`src/rtl/btpc_pkg.sv`:
```
// Package: widths, constants, register codes and shared types of the pulse counter.
`timescale 1ns / 1ps
package btpc_pkg;

  localparam int SAMPLE_W    = 10;
  localparam int GAIN_W      = 10;
  localparam int PERIOD_W    = 8;
  localparam int COUNT_W     = 16;

  localparam int SHORT_DEPTH = 3;
  localparam int SPOS_W      = (SHORT_DEPTH > 1) ? $clog2(SHORT_DEPTH) : 1;
  localparam int SSUM_W      = SAMPLE_W + SPOS_W;
  // floor(x / SHORT_DEPTH) == (x * SHORT_RECIP) >> RECIP_SHIFT for every x below 2**SSUM_W
  localparam int RECIP_SHIFT = SSUM_W + SPOS_W;
  localparam int SHORT_RECIP = (2 ** RECIP_SHIFT + SHORT_DEPTH - 1) / SHORT_DEPTH;
  localparam int PROD_W      = SSUM_W + RECIP_SHIFT;

  // baseline ring depth is a power of two, so its average is a shift
  localparam int BASE_DEPTH  = 256;
  localparam int BPOS_W      = $clog2(BASE_DEPTH);
  localparam int BSUM_W      = SAMPLE_W + BPOS_W;
  localparam int FILL_W      = BPOS_W + 1;

  localparam int CFG_ADDR_W  = 3;
  localparam int CFG_DATA_W  = 32;

  localparam logic [GAIN_W-1:0]   GAIN_RESET   = GAIN_W'(154);
  localparam logic [PERIOD_W-1:0] PERIOD_RESET = PERIOD_W'(10);

  typedef logic [SAMPLE_W-1:0] sample_t;
  typedef logic [BPOS_W-1:0]   bpos_t;

  typedef enum logic {
    REG_GAIN   = 1'b0,
    REG_PERIOD = 1'b1
  } btpc_reg_t;

  // control from the sample pipeline to the baseline ring
  typedef struct packed {
    logic    rd_en;     // fetch the oldest entry for a later replacement
    bpos_t   rd_addr;
    logic    wr_en;     // write sample into ring and fold it into the sum
    bpos_t   wr_addr;
    sample_t wr_data;
    logic    sub_old;   // ring full: drop the fetched entry from the sum
    logic    load_avg;  // refresh the baseline average
  } btpc_base_ctl_t;

endpackage

```
`src/rtl/btpc_baseline.sv`:
```
// Baseline ring memory with running sum and truncated average.
`timescale 1ns / 1ps
module btpc_baseline (
  input  logic                    clk,
  input  logic                    rst_n,
  input  btpc_pkg::btpc_base_ctl_t ctl,
  output btpc_pkg::sample_t       avg_nxt
);
  import btpc_pkg::*;

  sample_t             ring_mem [BASE_DEPTH];
  sample_t             rd_data_r;
  logic [BSUM_W-1:0]   base_sum_r;
  logic [BSUM_W-1:0]   base_sum_nxt;
  sample_t             base_avg_r;
  sample_t             old_val;

  // read and write never hit the same entry in one cycle: the write
  // address trails the read address by one ring slot
  always_ff @(posedge clk) begin
    if (ctl.wr_en) begin
      ring_mem[ctl.wr_addr] <= ctl.wr_data;
    end
    if (ctl.rd_en) begin
      rd_data_r <= ring_mem[ctl.rd_addr];
    end
  end

  always_comb begin
    old_val      = ctl.sub_old ? rd_data_r : '0;
    base_sum_nxt = base_sum_r - BSUM_W'(old_val) + BSUM_W'(ctl.wr_data);
    avg_nxt      = ctl.load_avg ? base_sum_nxt[BSUM_W-1 -: SAMPLE_W] : base_avg_r;
  end

  always_ff @(posedge clk) begin
    if (!rst_n) begin
      base_sum_r <= '0;
      base_avg_r <= '0;
    end else if (ctl.wr_en) begin
      base_sum_r <= base_sum_nxt;
      base_avg_r <= avg_nxt;
    end
  end

endmodule

```
`src/rtl/baseline_tracking_pulse_counter.sv`:
```
// Top level: sample pipeline, pulse detector, output register and APB registers.
`timescale 1ns / 1ps
// Channel   Direction  Handshake             Payload
// in_       slave      in_tvalid/in_tready   tdata[9:0] sample
// out_      master     out_tvalid/out_tready tdata: short_average, baseline, pulse_active,
//                                            pulse_edge, pulse_count; tuser: calibrating
// cfg_      APB slave  psel/penable/pready   reg 0 gain_factor_q10, reg 4 decimation_period
//
// One sample per cycle sustained while the output is not stalled; out_tvalid rises after
// three register stages: memory fetch, sum update and divide, threshold compare into the
// output register.
// The figure is set by the baseline ring memory: one read and one write port per cycle.
// rst_n is synchronous; the baseline ring needs no clearing, it is filled by the first
// 256 samples before any entry is read back.
// A stalled output freezes the whole pipeline; in_tready drops only while out_tvalid
// is high and out_tready is low.
module baseline_tracking_pulse_counter (
  input  logic                                 clk,
  input  logic                                 rst_n,
  // input stream
  input  logic                                 in_tvalid,
  output logic                                 in_tready,
  input  logic [15:0]                          in_tdata,   // [9:0] sample
  // result stream
  output logic                                 out_tvalid,
  input  logic                                 out_tready,
  output logic [39:0]                          out_tdata,  // [9:0] short_average,
                                                           // [19:10] baseline,
                                                           // [20] pulse_active,
                                                           // [21] pulse_edge,
                                                           // [37:22] pulse_count
  output logic                                 out_tuser,  // [0] calibrating
  // configuration
  input  logic                                 cfg_psel,
  input  logic                                 cfg_penable,
  input  logic                                 cfg_pwrite,
  input  logic [btpc_pkg::CFG_ADDR_W-1:0]      cfg_paddr,
  input  logic [btpc_pkg::CFG_DATA_W-1:0]      cfg_pwdata,
  output logic [btpc_pkg::CFG_DATA_W-1:0]      cfg_prdata,
  output logic                                 cfg_pready
);
  import btpc_pkg::*;

  // ---------------- configuration registers ----------------
  logic [GAIN_W-1:0]   gain_r;
  logic [PERIOD_W-1:0] period_r;
  logic                cfg_wr;
  btpc_reg_t           cfg_sel;

  assign cfg_pready = 1'b1;
  assign cfg_sel    = btpc_reg_t'(cfg_paddr[2]);
  assign cfg_wr     = cfg_psel && cfg_penable && cfg_pwrite && cfg_pready;

  always_ff @(posedge clk) begin
    if (!rst_n) begin
      gain_r   <= GAIN_RESET;
      period_r <= PERIOD_RESET;
    end else if (cfg_wr) begin
      unique case (cfg_sel)
        REG_GAIN:   gain_r   <= cfg_pwdata[GAIN_W-1:0];
        REG_PERIOD: period_r <= cfg_pwdata[PERIOD_W-1:0];
        default:    ;
      endcase
    end
  end

  always_comb begin
    unique case (cfg_sel)
      REG_GAIN:   cfg_prdata = CFG_DATA_W'(gain_r);
      REG_PERIOD: cfg_prdata = CFG_DATA_W'(period_r);
      default:    cfg_prdata = '0;
    endcase
  end

  // ---------------- pipeline advance ----------------
  logic out_valid_r;
  logic advance;
  logic accept;

  assign advance   = !out_valid_r || out_tready;   // whole pipeline moves together
  assign in_tready = advance;
  assign accept    = in_tvalid && in_tready;

  // ---------------- stage 0: ring pointers, short sum ----------------
  sample_t             sample_in;
  logic [FILL_W-1:0]   fill_r;
  logic [PERIOD_W-1:0] decim_r;
  logic [PERIOD_W-1:0] period_eff;
  logic                calib0;
  logic                last0;
  logic                upd0;
  bpos_t               base_pos_r;
  bpos_t               base_pos_inc;
  logic [SPOS_W-1:0]   short_pos_r;
  logic [SPOS_W-1:0]   short_pos_inc;
  sample_t             short_ring_r [SHORT_DEPTH];
  logic [SSUM_W-1:0]   short_sum_r;
  logic [SSUM_W-1:0]   short_sum_nxt;
  logic [PERIOD_W:0]   decim_inc;

  assign sample_in  = in_tdata[SAMPLE_W-1:0];
  assign calib0     = fill_r < FILL_W'(BASE_DEPTH);
  assign last0      = fill_r == FILL_W'(BASE_DEPTH - 1);
  assign upd0       = !calib0 && (decim_r == '0);
  assign period_eff = (period_r == '0) ? PERIOD_W'(1) : period_r;
  assign decim_inc  = {1'b0, decim_r} + (PERIOD_W + 1)'(1);

  always_comb begin
    base_pos_inc  = (base_pos_r == bpos_t'(BASE_DEPTH - 1)) ? '0 : base_pos_r + bpos_t'(1);
    short_pos_inc = (short_pos_r == SPOS_W'(SHORT_DEPTH - 1)) ? '0
                  : short_pos_r + SPOS_W'(1);
    short_sum_nxt = short_sum_r - SSUM_W'(short_ring_r[short_pos_r]) + SSUM_W'(sample_in);
  end

  always_ff @(posedge clk) begin
    if (!rst_n) begin
      fill_r      <= '0;
      decim_r     <= '0;
      base_pos_r  <= '0;
      short_pos_r <= '0;
      short_sum_r <= '0;
      for (int i = 0; i < SHORT_DEPTH; i++) begin
        short_ring_r[i] <= '0;
      end
    end else if (accept) begin
      if (calib0) begin
        fill_r     <= fill_r + FILL_W'(1);
        base_pos_r <= base_pos_inc;
      end else begin
        short_ring_r[short_pos_r] <= sample_in;
        short_sum_r               <= short_sum_nxt;
        short_pos_r               <= short_pos_inc;
        decim_r <= (decim_inc >= {1'b0, period_eff}) ? '0 : decim_inc[PERIOD_W-1:0];
        if (upd0) begin
          base_pos_r <= base_pos_inc;
        end
      end
    end
  end

  // stage 1 registers
  logic              s1_valid_r;
  logic              s1_calib_r;
  logic              s1_last_r;
  logic              s1_upd_r;
  bpos_t             s1_pos_r;
  sample_t           s1_sample_r;
  logic [SSUM_W-1:0] s1_ssum_r;

  always_ff @(posedge clk) begin
    if (!rst_n) begin
      s1_valid_r <= 1'b0;
    end else if (advance) begin
      s1_valid_r <= accept;
    end
  end

  always_ff @(posedge clk) begin
    if (accept) begin
      s1_calib_r  <= calib0;
      s1_last_r   <= last0;
      s1_upd_r    <= upd0;
      s1_pos_r    <= base_pos_r;
      s1_sample_r <= sample_in;
      s1_ssum_r   <= short_sum_nxt;
    end
  end

  // ---------------- stage 1: baseline ring update, short divide ----------------
  btpc_base_ctl_t base_ctl;
  sample_t        base_avg_nxt;
  logic [PROD_W-1:0] short_prod;
  sample_t        savg1;
  logic           s1_write;

  assign s1_write = s1_valid_r && (s1_calib_r || s1_upd_r);

  always_comb begin
    base_ctl.rd_en    = accept && upd0;
    base_ctl.rd_addr  = base_pos_r;
    base_ctl.wr_en    = advance && s1_write;
    base_ctl.wr_addr  = s1_pos_r;
    base_ctl.wr_data  = s1_sample_r;
    base_ctl.sub_old  = !s1_calib_r;
    base_ctl.load_avg = s1_upd_r || s1_last_r;
  end

  btpc_baseline u_baseline (
    .clk     (clk),
    .rst_n   (rst_n),
    .ctl     (base_ctl),
    .avg_nxt (base_avg_nxt)
  );

  assign short_prod = PROD_W'(s1_ssum_r) * PROD_W'(SHORT_RECIP);
  assign savg1      = s1_calib_r ? '0 : short_prod[RECIP_SHIFT +: SAMPLE_W];

  // stage 2 registers
  logic    s2_valid_r;
  logic    s2_calib_r;
  sample_t s2_savg_r;
  sample_t s2_bavg_r;

  always_ff @(posedge clk) begin
    if (!rst_n) begin
      s2_valid_r <= 1'b0;
    end else if (advance) begin
      s2_valid_r <= s1_valid_r;
    end
  end

  always_ff @(posedge clk) begin
    if (advance) begin
      s2_calib_r <= s1_calib_r;
      s2_savg_r  <= savg1;
      s2_bavg_r  <= base_avg_nxt;
    end
  end

  // ---------------- stage 2: threshold compare, edge count ----------------
  localparam int LHS_W = SAMPLE_W + GAIN_W + 1;
  logic [LHS_W-1:0]   thr_lhs;
  logic [LHS_W-1:0]   thr_rhs;
  logic               above;
  logic               pulse_r;
  logic [COUNT_W-1:0] pulses_r;
  logic               edge2;
  logic               active2;
  logic [COUNT_W-1:0] pulses_nxt;

  always_comb begin
    thr_lhs    = {1'b0, s2_savg_r, {GAIN_W{1'b0}}};
    thr_rhs    = LHS_W'(s2_bavg_r) * LHS_W'({1'b1, gain_r});
    above      = thr_lhs > thr_rhs;
    edge2      = !s2_calib_r && above && !pulse_r;
    active2    = !s2_calib_r && above;
    pulses_nxt = edge2 ? pulses_r + COUNT_W'(1) : pulses_r;
  end

  always_ff @(posedge clk) begin
    if (!rst_n) begin
      pulse_r  <= 1'b0;
      pulses_r <= '0;
    end else if (advance && s2_valid_r && !s2_calib_r) begin
      pulse_r  <= above;
      pulses_r <= pulses_nxt;
    end
  end

  // ---------------- output register ----------------
  sample_t            out_savg_r;
  sample_t            out_bavg_r;
  logic               out_active_r;
  logic               out_edge_r;
  logic [COUNT_W-1:0] out_count_r;
  logic               out_calib_r;

  always_ff @(posedge clk) begin
    if (!rst_n) begin
      out_valid_r <= 1'b0;
    end else if (advance) begin
      out_valid_r <= s2_valid_r;
    end
  end

  always_ff @(posedge clk) begin
    if (advance && s2_valid_r) begin
      out_savg_r   <= s2_savg_r;
      out_bavg_r   <= s2_bavg_r;
      out_active_r <= active2;
      out_edge_r   <= edge2;
      out_count_r  <= pulses_nxt;
      out_calib_r  <= s2_calib_r;
    end
  end

  assign out_tvalid = out_valid_r;
  assign out_tdata  = {2'b00, out_count_r, out_edge_r, out_active_r, out_bavg_r, out_savg_r};
  assign out_tuser  = out_calib_r;

endmodule

```
`config.mk`:
```
export PLATFORM = sky130hd
export DESIGN_NAME = baseline_tracking_pulse_counter
export DESIGN_NICKNAME = d
export VERILOG_FILES = /design/src/rtl/btpc_pkg.sv /design/src/rtl/btpc_baseline.sv /design/src/rtl/baseline_tracking_pulse_counter.sv
export SDC_FILE = /design/constraint.sdc
export NUM_CORES = 2
export LEC_CHECK = 0
export BUFFER_PORTS_ARGS = -buffer_cell sky130_fd_sc_hd__buf_4
export CORE_ASPECT_RATIO = 0.5
export CORE_UTILIZATION = 55
export CTS_CLUSTER_DIAMETER = 60
export DETAILED_ROUTE_END_ITERATION = 10
export GPL_TIMING_DRIVEN = 0
export PLACE_DENSITY = 0.71
export SYNTH_ARGS = -nofsm -noshare
export SYNTH_HDL_FRONTEND = slang
export SYNTH_SLANG_ARGS = --single-unit
```
`constraint.sdc`:
```
create_clock -name clk -period 9.2 [get_ports clk]
set_input_delay 0.92 -clock clk [delete_from_list [all_inputs] [get_ports clk]]
set_output_delay 0.92 -clock clk [all_outputs]
set_load 0.05 [all_outputs]
```
Word level (Yosys, flattened, before mapping)
Memories as Yosys holds them, arrays and structs flattened. A register that Yosys moved wholly into a read port is not among the register bits.
Index checks and enable logic that the tools add are counted.
Widths: inputs -> output; s select.
{"block": "totals", "ramBits": 2590, "mem_count": 2, "register_bits": 198, "in_bits": 58, "word_cells": 99, "out_inout_bits": 76}
{"block": "op_classes", "multipliers": 2, "eq_ne": 3, "bitwise_logic": 2, "n_mux": 22, "reduce_logical": 27, "n_addsub": 9, "n_lt_le_gt_ge": 3}
{"name": "u_baseline.ring_mem", "depth": 256, "word_bits": 10, "read_ports": 1, "rd_ports_with_merged_regs": 1, "wr": 1, "line_no": "btpc_baseline.sv:11", "source": "sample_t ring_mem [BASE_DEPTH];"}
{"name": "short_ring_r", "depth": 3, "word_bits": 10, "read_ports": 1, "rd_ports_with_merged_regs": 1, "wr": 3, "line_no": "baseline_tracking_pulse_counter.sv:96", "source": "sample_t short_ring_r [SHORT_DEPTH];"}
{"op": "$pmux 32 s2", "count": 1}
{"op": "$mux 8", "count": 5}
{"op": "$mux 10", "count": 3}
{"op": "$mul 12x12->23 const B", "count": 1}
{"op": "$gt 20x21->1", "count": 1}
{"op": "$mul 10x11->21", "count": 1}
{"op": "$add 18x10->18", "count": 1}
{"op": "$sub 18x10->18", "count": 1}
{"op": "$add 16x1->16 const B", "count": 1}
{"op": "$logic_not 8->1", "count": 2}
{"op": "$mux 16", "count": 1}
{"op": "$add 12x10->12", "count": 1}
{"op": "$sub 12x10->12", "count": 1}
{"op": "$logic_and 1x1->1", "count": 11}
{"op": "$reduce_and 2->1", "count": 5}
{"op": "$reduce_or 10->1", "count": 1}
{"op": "$add 8x1->9 const B", "count": 1}
{"op": "$add 9x1->9 const B", "count": 1}
{"op": "$eq 9x8->1 const B", "count": 1}
{"op": "$ge 9x8->1", "count": 1}
{"op": "$lt 9x9->1 const B", "count": 1}
{"op": "$add 8x1->8 const B", "count": 1}
{"op": "$eq 8x8->1 const B", "count": 1}
{"op": "$mux 1", "count": 8}
{"op": "7 further kinds", "count": 16}

Depth between registers and ports, before layout
{"block": "depth", "ltp_word": 8, "depth_mapped": 33, "mapped_depth_nobuf": 29}

By module
A second synthesis with hierarchy kept.
{"block": "unflattened", "hier_cells": 6199, "hier_area_um2": 117028.5}
{"module": "btpc_baseline", "n_inst": 1, "area_per_inst_um2": 101411.0, "cells_per_inst": 4690, "seq_area_each_um2": 77734.6}
{"module": "baseline_tracking_pulse_counter", "n_inst": 1, "area_per_inst_um2": 15617.5, "cells_per_inst": 1509, "seq_area_each_um2": 5575.3}

Worst setup path before layout
Ideal clock, no wire load.
{"block": "synth_path", "path_kind": "register to register", "from": "register s2_bavg_r[1]", "to": "register out_count_r[10] (data pin)", "stages_incl_launch_ff": 33, "slack_ns": 1.824, "required_time_ns": 8.940, "arrival_ns": 7.116, "setup_ns": 0.260, "period_less_slack_ns": 7.376, "n_path_buf": 3, "cell_sequence": "edfxtp_1 > clkbuf_1 > nand2_1 > fa_1 > inv_1 > fa_1 > inv_1 > fa_1 > inv_1 > fa_1 > inv_1 > fa_1 > inv_1 > ha_1 > a21oi_1 > a21oi_1 > a221oi_1 > o21ai_0 > a21oi_1 > o31ai_1 > a21oi_1 > xor2_1 > ha_1 > and4_1 > and4_1 > o2111ai_1 > a2111oi_0 > a211oi_1 > mux2i_1 > buf_4 > buf_2 > nor2_1 > xor2_1"}
{"block": "synth_between", "elab_chain_len": 5}
{"element": "from (decl)", "line_no": "baseline_tracking_pulse_counter.sv:202", "source": "sample_t s2_bavg_r;"}
{"element": "from (signal assigned)", "line_no": "baseline_tracking_pulse_counter.sv:216", "source": "s2_bavg_r <= base_avg_nxt;"}
{"element": "$mul 10x11->21", "line_no": "baseline_tracking_pulse_counter.sv:233", "source": "thr_rhs = LHS_W'(s2_bavg_r) * LHS_W'({1'b1, gain_r});"}
{"element": "$gt 20x21->1", "line_no": "baseline_tracking_pulse_counter.sv:234", "source": "above = thr_lhs > thr_rhs;"}
{"element": "$logic_and 1x1->1 (2 in series)", "line_no": "baseline_tracking_pulse_counter.sv:235", "source": "edge2 = !s2_calib_r && above && !pulse_r;"}
{"element": "$mux 16", "line_no": "baseline_tracking_pulse_counter.sv:237", "source": "pulses_nxt = edge2 ? pulses_r + COUNT_W'(1) : pulses_r;"}
{"element": "net pulses_nxt[10]", "line_no": "baseline_tracking_pulse_counter.sv:229", "source": "logic [COUNT_W-1:0] pulses_nxt;"}
{"element": "to (signal assigned)", "line_no": "baseline_tracking_pulse_counter.sv:272", "source": "out_count_r <= pulses_nxt;"}
{"element": "to (decl)", "line_no": "baseline_tracking_pulse_counter.sv:255", "source": "logic [COUNT_W-1:0] out_count_r;"}
The timed path passes the listed nets, and every way through them passes these cells.
A chain may end at the register's enable or synchronous reset.

Final worst setup path
{"block": "layout_path", "from": "register gain_r[7]", "to": "register out_count_r[11] (data pin)"}
{"block": "layout_between", "elab_chain_len": 5}
{"element": "from (decl)", "line_no": "baseline_tracking_pulse_counter.sv:45", "source": "logic [GAIN_W-1:0] gain_r;"}
{"element": "from (signal assigned)", "line_no": "baseline_tracking_pulse_counter.sv:60", "source": "REG_GAIN: gain_r <= cfg_pwdata[GAIN_W-1:0];"}
{"element": "$mul 10x11->21", "line_no": "baseline_tracking_pulse_counter.sv:233"}
{"element": "$gt 20x21->1", "line_no": "baseline_tracking_pulse_counter.sv:234"}
{"element": "$logic_and 1x1->1 (2 in series)", "line_no": "baseline_tracking_pulse_counter.sv:235"}
{"element": "$mux 16", "line_no": "baseline_tracking_pulse_counter.sv:237"}
{"element": "net pulses_nxt[11]", "line_no": "baseline_tracking_pulse_counter.sv:229"}
The timed path passes the listed nets, and every way through them passes these cells.

==> impl_metrics.toml <==
[finish]
design_area_um2 = 131000
area_growth_syn_to_layout_pct = 12.4
nFillCells = 13900
fin_util_pct = 62.8
drive_above_1_share_pct = 22.4
finalNetCount = 6711

[drt]
wl_um = 301000
wl_per_cell_um = 32.2
drc = 0
via_per_inst = 6.52
dr.pass1.iters = 10
drt_iter0_markers = 8626
vias = 61000
drtAntennaViolNets = 0

[clocking]
cts_num_sinks = 2810
cts_max_level = 4
clk_pin_slew_ns = 0.07
cts_buffers = 240
post_cts_buffers = 0
cts_tree = "built"
clockBufferDepth = 4
clock_latency_ns = 0.92
cts_root_buf = "clkbuf_16"

[min_path]
hold_class = "in -> reg"
min_to = "s1_sample_r[2]"
min_path_cells = 1
worstHoldStart = "in_tdata[2]"

[place]
gp_congestion = 0.990
port_buffers = 78
hpwl_um = 207000
preCtsSetupSlack_ns = 0.426
place_area_um2 = 123000

[floorplan]
rows = 118
initial_utilization_pct = 55.8
die_w_um = 653
fp.dieH_um = 327
core_um2 = 209000
io_pins = 134
die_area_um2 = 214000

[global_route]
grt_pass1_vias = 60200
grt_use_total_pct = 28.2
grt_max_degree = 40
grt_pass1_wl_um = 428000
grt_antenna_before_repair = 13
overflow = 0

[logic_synthesis]
syn_area_um2 = 116000
yosys_register_bits = 2810
syn_inst = 5889
synth.avg_cell_area_um2 = 19.8
synth_edf_count = 2703
yosys_warnings = 0
yosysSeqAreaShare_pct = 71.5
yosys-top-cells-count = "edfxtp_1 (2703), mux4_2 (810), nor2_1 (364)"
synth.top_cell.area_share_pct = 69.7
async_flop_share_pct = 0
ys_types = 66
yosysTopAreaCell = "edfxtp_1"
synthTopCellsByArea = "edfxtp_1 (70%), mux4_2 (16%), fa_1 (2.2%), ha_1 (2.0%), dfxtp_1 (1.8%)"
yosysMostFrequentCell = "edfxtp_1"
ys.flop_type = "edfxtp_1"

[power]
ir_worst_vdd_mv = 0.472
intPower_w = 0.0224
switching_share_pct = 28.5
power_density_nw_per_um2 = 240
power.switching_w = 0.00895
p_clk_share_pct = 31.5
finalPower_w = 0.0314
p_comb_share_pct = 23.2
seqPwrFrac_pct = 45.3
p_leak_nw = 42.0

[timing]
period_share_pct = 93.9
final.setup.worst_slack_ns = 0.561
period_needed_ns = 8.64
rsz0062_at_grt = "no"
worstMarginPinSlew_ns = 1.60
finClkSkew_ns = 0.0520
hold_viol = 0
setup_viol = 0
max_freq_mhz = 116
fin_hold_ws_ns = 0.259
relSlewSlack_pct = -6.68
slew_viol_final = 30

[critical_path]
crit_family = "adder cells"
worstSetupEndpointType = "flop"
path_class = "reg -> reg"
crit_slowest_cell = "fa_1"
arrival_ns = 9.34
critPathMaxStageDelay_ns = 0.57
reg2reg_from = "gain_r[7]"
reg2reg_to = "out_count_r[11]"
crit_fanout = 10
cp-start-kind = "flop"
r2r_setup_slack_ns = 0.56
crit_buf_inv = 8
worst_ep_required_time_ns = 9.90
rr_worst_depth = 32
crit_cells = 32

[flow_run]
drv_cap = 3

[status]
violations = "capacitance limit, slew limit"
status = "finished with violations"
[sequential cells by signal (all words and copies together) (netlist names), 9 cells and up, named ones only]
signal / cells
u_baseline.ring_mem: 2560
short_ring_r: 40
u_baseline.base_sum_r: 18
out_count_r: 16
pulses_r: 16
s1_ssum_r: 12
short_sum_r: 12
gain_r: 10
out_bavg_r: 10
out_savg_r: 10
s1_sample_r: 10
s2_bavg_r: 10
s2_savg_r: 10
u_baseline.base_avg_r: 10
u_baseline.rd_data_r: 10
fill_r: 9
[layout make-up]
class | count | area (um2) | share of cell area [%]
repair buffers | 182 | 3380 | 2.58
clock buffers | 295 | 6240 | 4.76
well taps | 2820 | 3530 | 2.70
diodes | 8 | 20.0 | 0.0153
plain buffers | 320 | 1520 | 1.16
inverters | 278 | 1040 | 0.797
flip-flops and latches | 2810 | 83300 | 63.6
multi-input cells | 2504 | 30700 | 23.5
clock inverters | 140 | 1170 | 0.892
[placed cells by master (no fill, tap or decap), types with 30 or more instances in the layout]
master and n:
nand3_1 48, a22oi_1 50, clkbuf_1 225, buf_4 112, ha_1 188, edfxtp_1 2703
dfxtp_1 107, nand2_1 229, clkinv_1 63, a21oi_1 101, buf_2 59, nor2_1 361
and2_1 78, xnor2_1 37, xor2_1 42, mux4_2 810, fa_1 129, buf_16 97
inv_1 276, o21ai_0 50, clkinv_2 38, clkbuf_16 241, nor2b_1 30
[metal layers]
layer / GRT usage, % / up-vias / wire length, um
met5: 0.307 / - / 338
met4: 7.07 / 12 / 7810
met3: 8.07 / 523 / 36300
met2: 43.9 / 3757 / 142000
met1: 40.0 / 32200 / 115000
li1: - / 24500 / -
[power by group through the flow]
stage          registers, W  logic [W]  clock network [W]
2_1_floorplan        0.0146    0.00508                  0
3_3_place_gp         0.0148    0.00681                  0
3_5_place_dp         0.0145    0.00724                  0
4_1_cts              0.0142    0.00731            0.00993
5_1_grt              0.0142    0.00811             0.0104
6_report             0.0142    0.00728            0.00989
[worst reg2reg max path, delay by kind of cell, from the launching register on]
family,cells,cell delay [ns]
multiplexers,1,0.32
buffers and inverters,8,1.21
AO/OA/AOI/OAI,9,2.16
AND/OR/NAND/NOR,5,0.96
flip-flops,1,0.36
adder cells (fa/ha/maj),7,3.10
XOR/XNOR,2,0.36
[what timing repair did]
item                       CTS  global route
setup endpoints to repair    0            22
gates resized for setup      0             3
hold buffers                 0             0
[worst max-delay path by stage]
stage,from,endpoint
2_1_floorplan,s2_bavg_r[1],out_count_r[10]
3_3_place_gp,s1_sample_r[2],s2_bavg_r[8]
3_5_place_dp,s2_bavg_r[1],out_count_r[10]
4_1_cts,s2_bavg_r[1],out_count_r[10]
5_1_grt,gain_r[6],out_count_r[10]
6_report,gain_r[7],out_count_r[11]
[per-stage QoR]
| step | TNS [ns] | std cells |
|---|---|---|
| after floorplan | 0 | 5912 |
| after global placement | -20.31 | 8810 |
| after detailed placement | 0 | 8914 |
| after CTS | 0 | 9349 |
| after global routing | 0 | 9350 |
| final | 0 | 9357 |
[kinds of logic (layout without fill, tap and decap cells)]
kind of cell | after synthesis | in the layout | share of synthesized area (%)
fa+ha+maj | 317 | 317 | 4.24
xor+xnor | 79 | 79 | 0.594
other cells | 2 | 33 | 0.00645
simple gates | 886 | 886 | 3.47
buf+inv | 598 | 1215 | 2.18
mux | 830 | 830 | 15.8
compound gates | 367 | 367 | 2.14
flops | 2810 | 2810 | 71.5
Power figures use the tool's default switching activity.
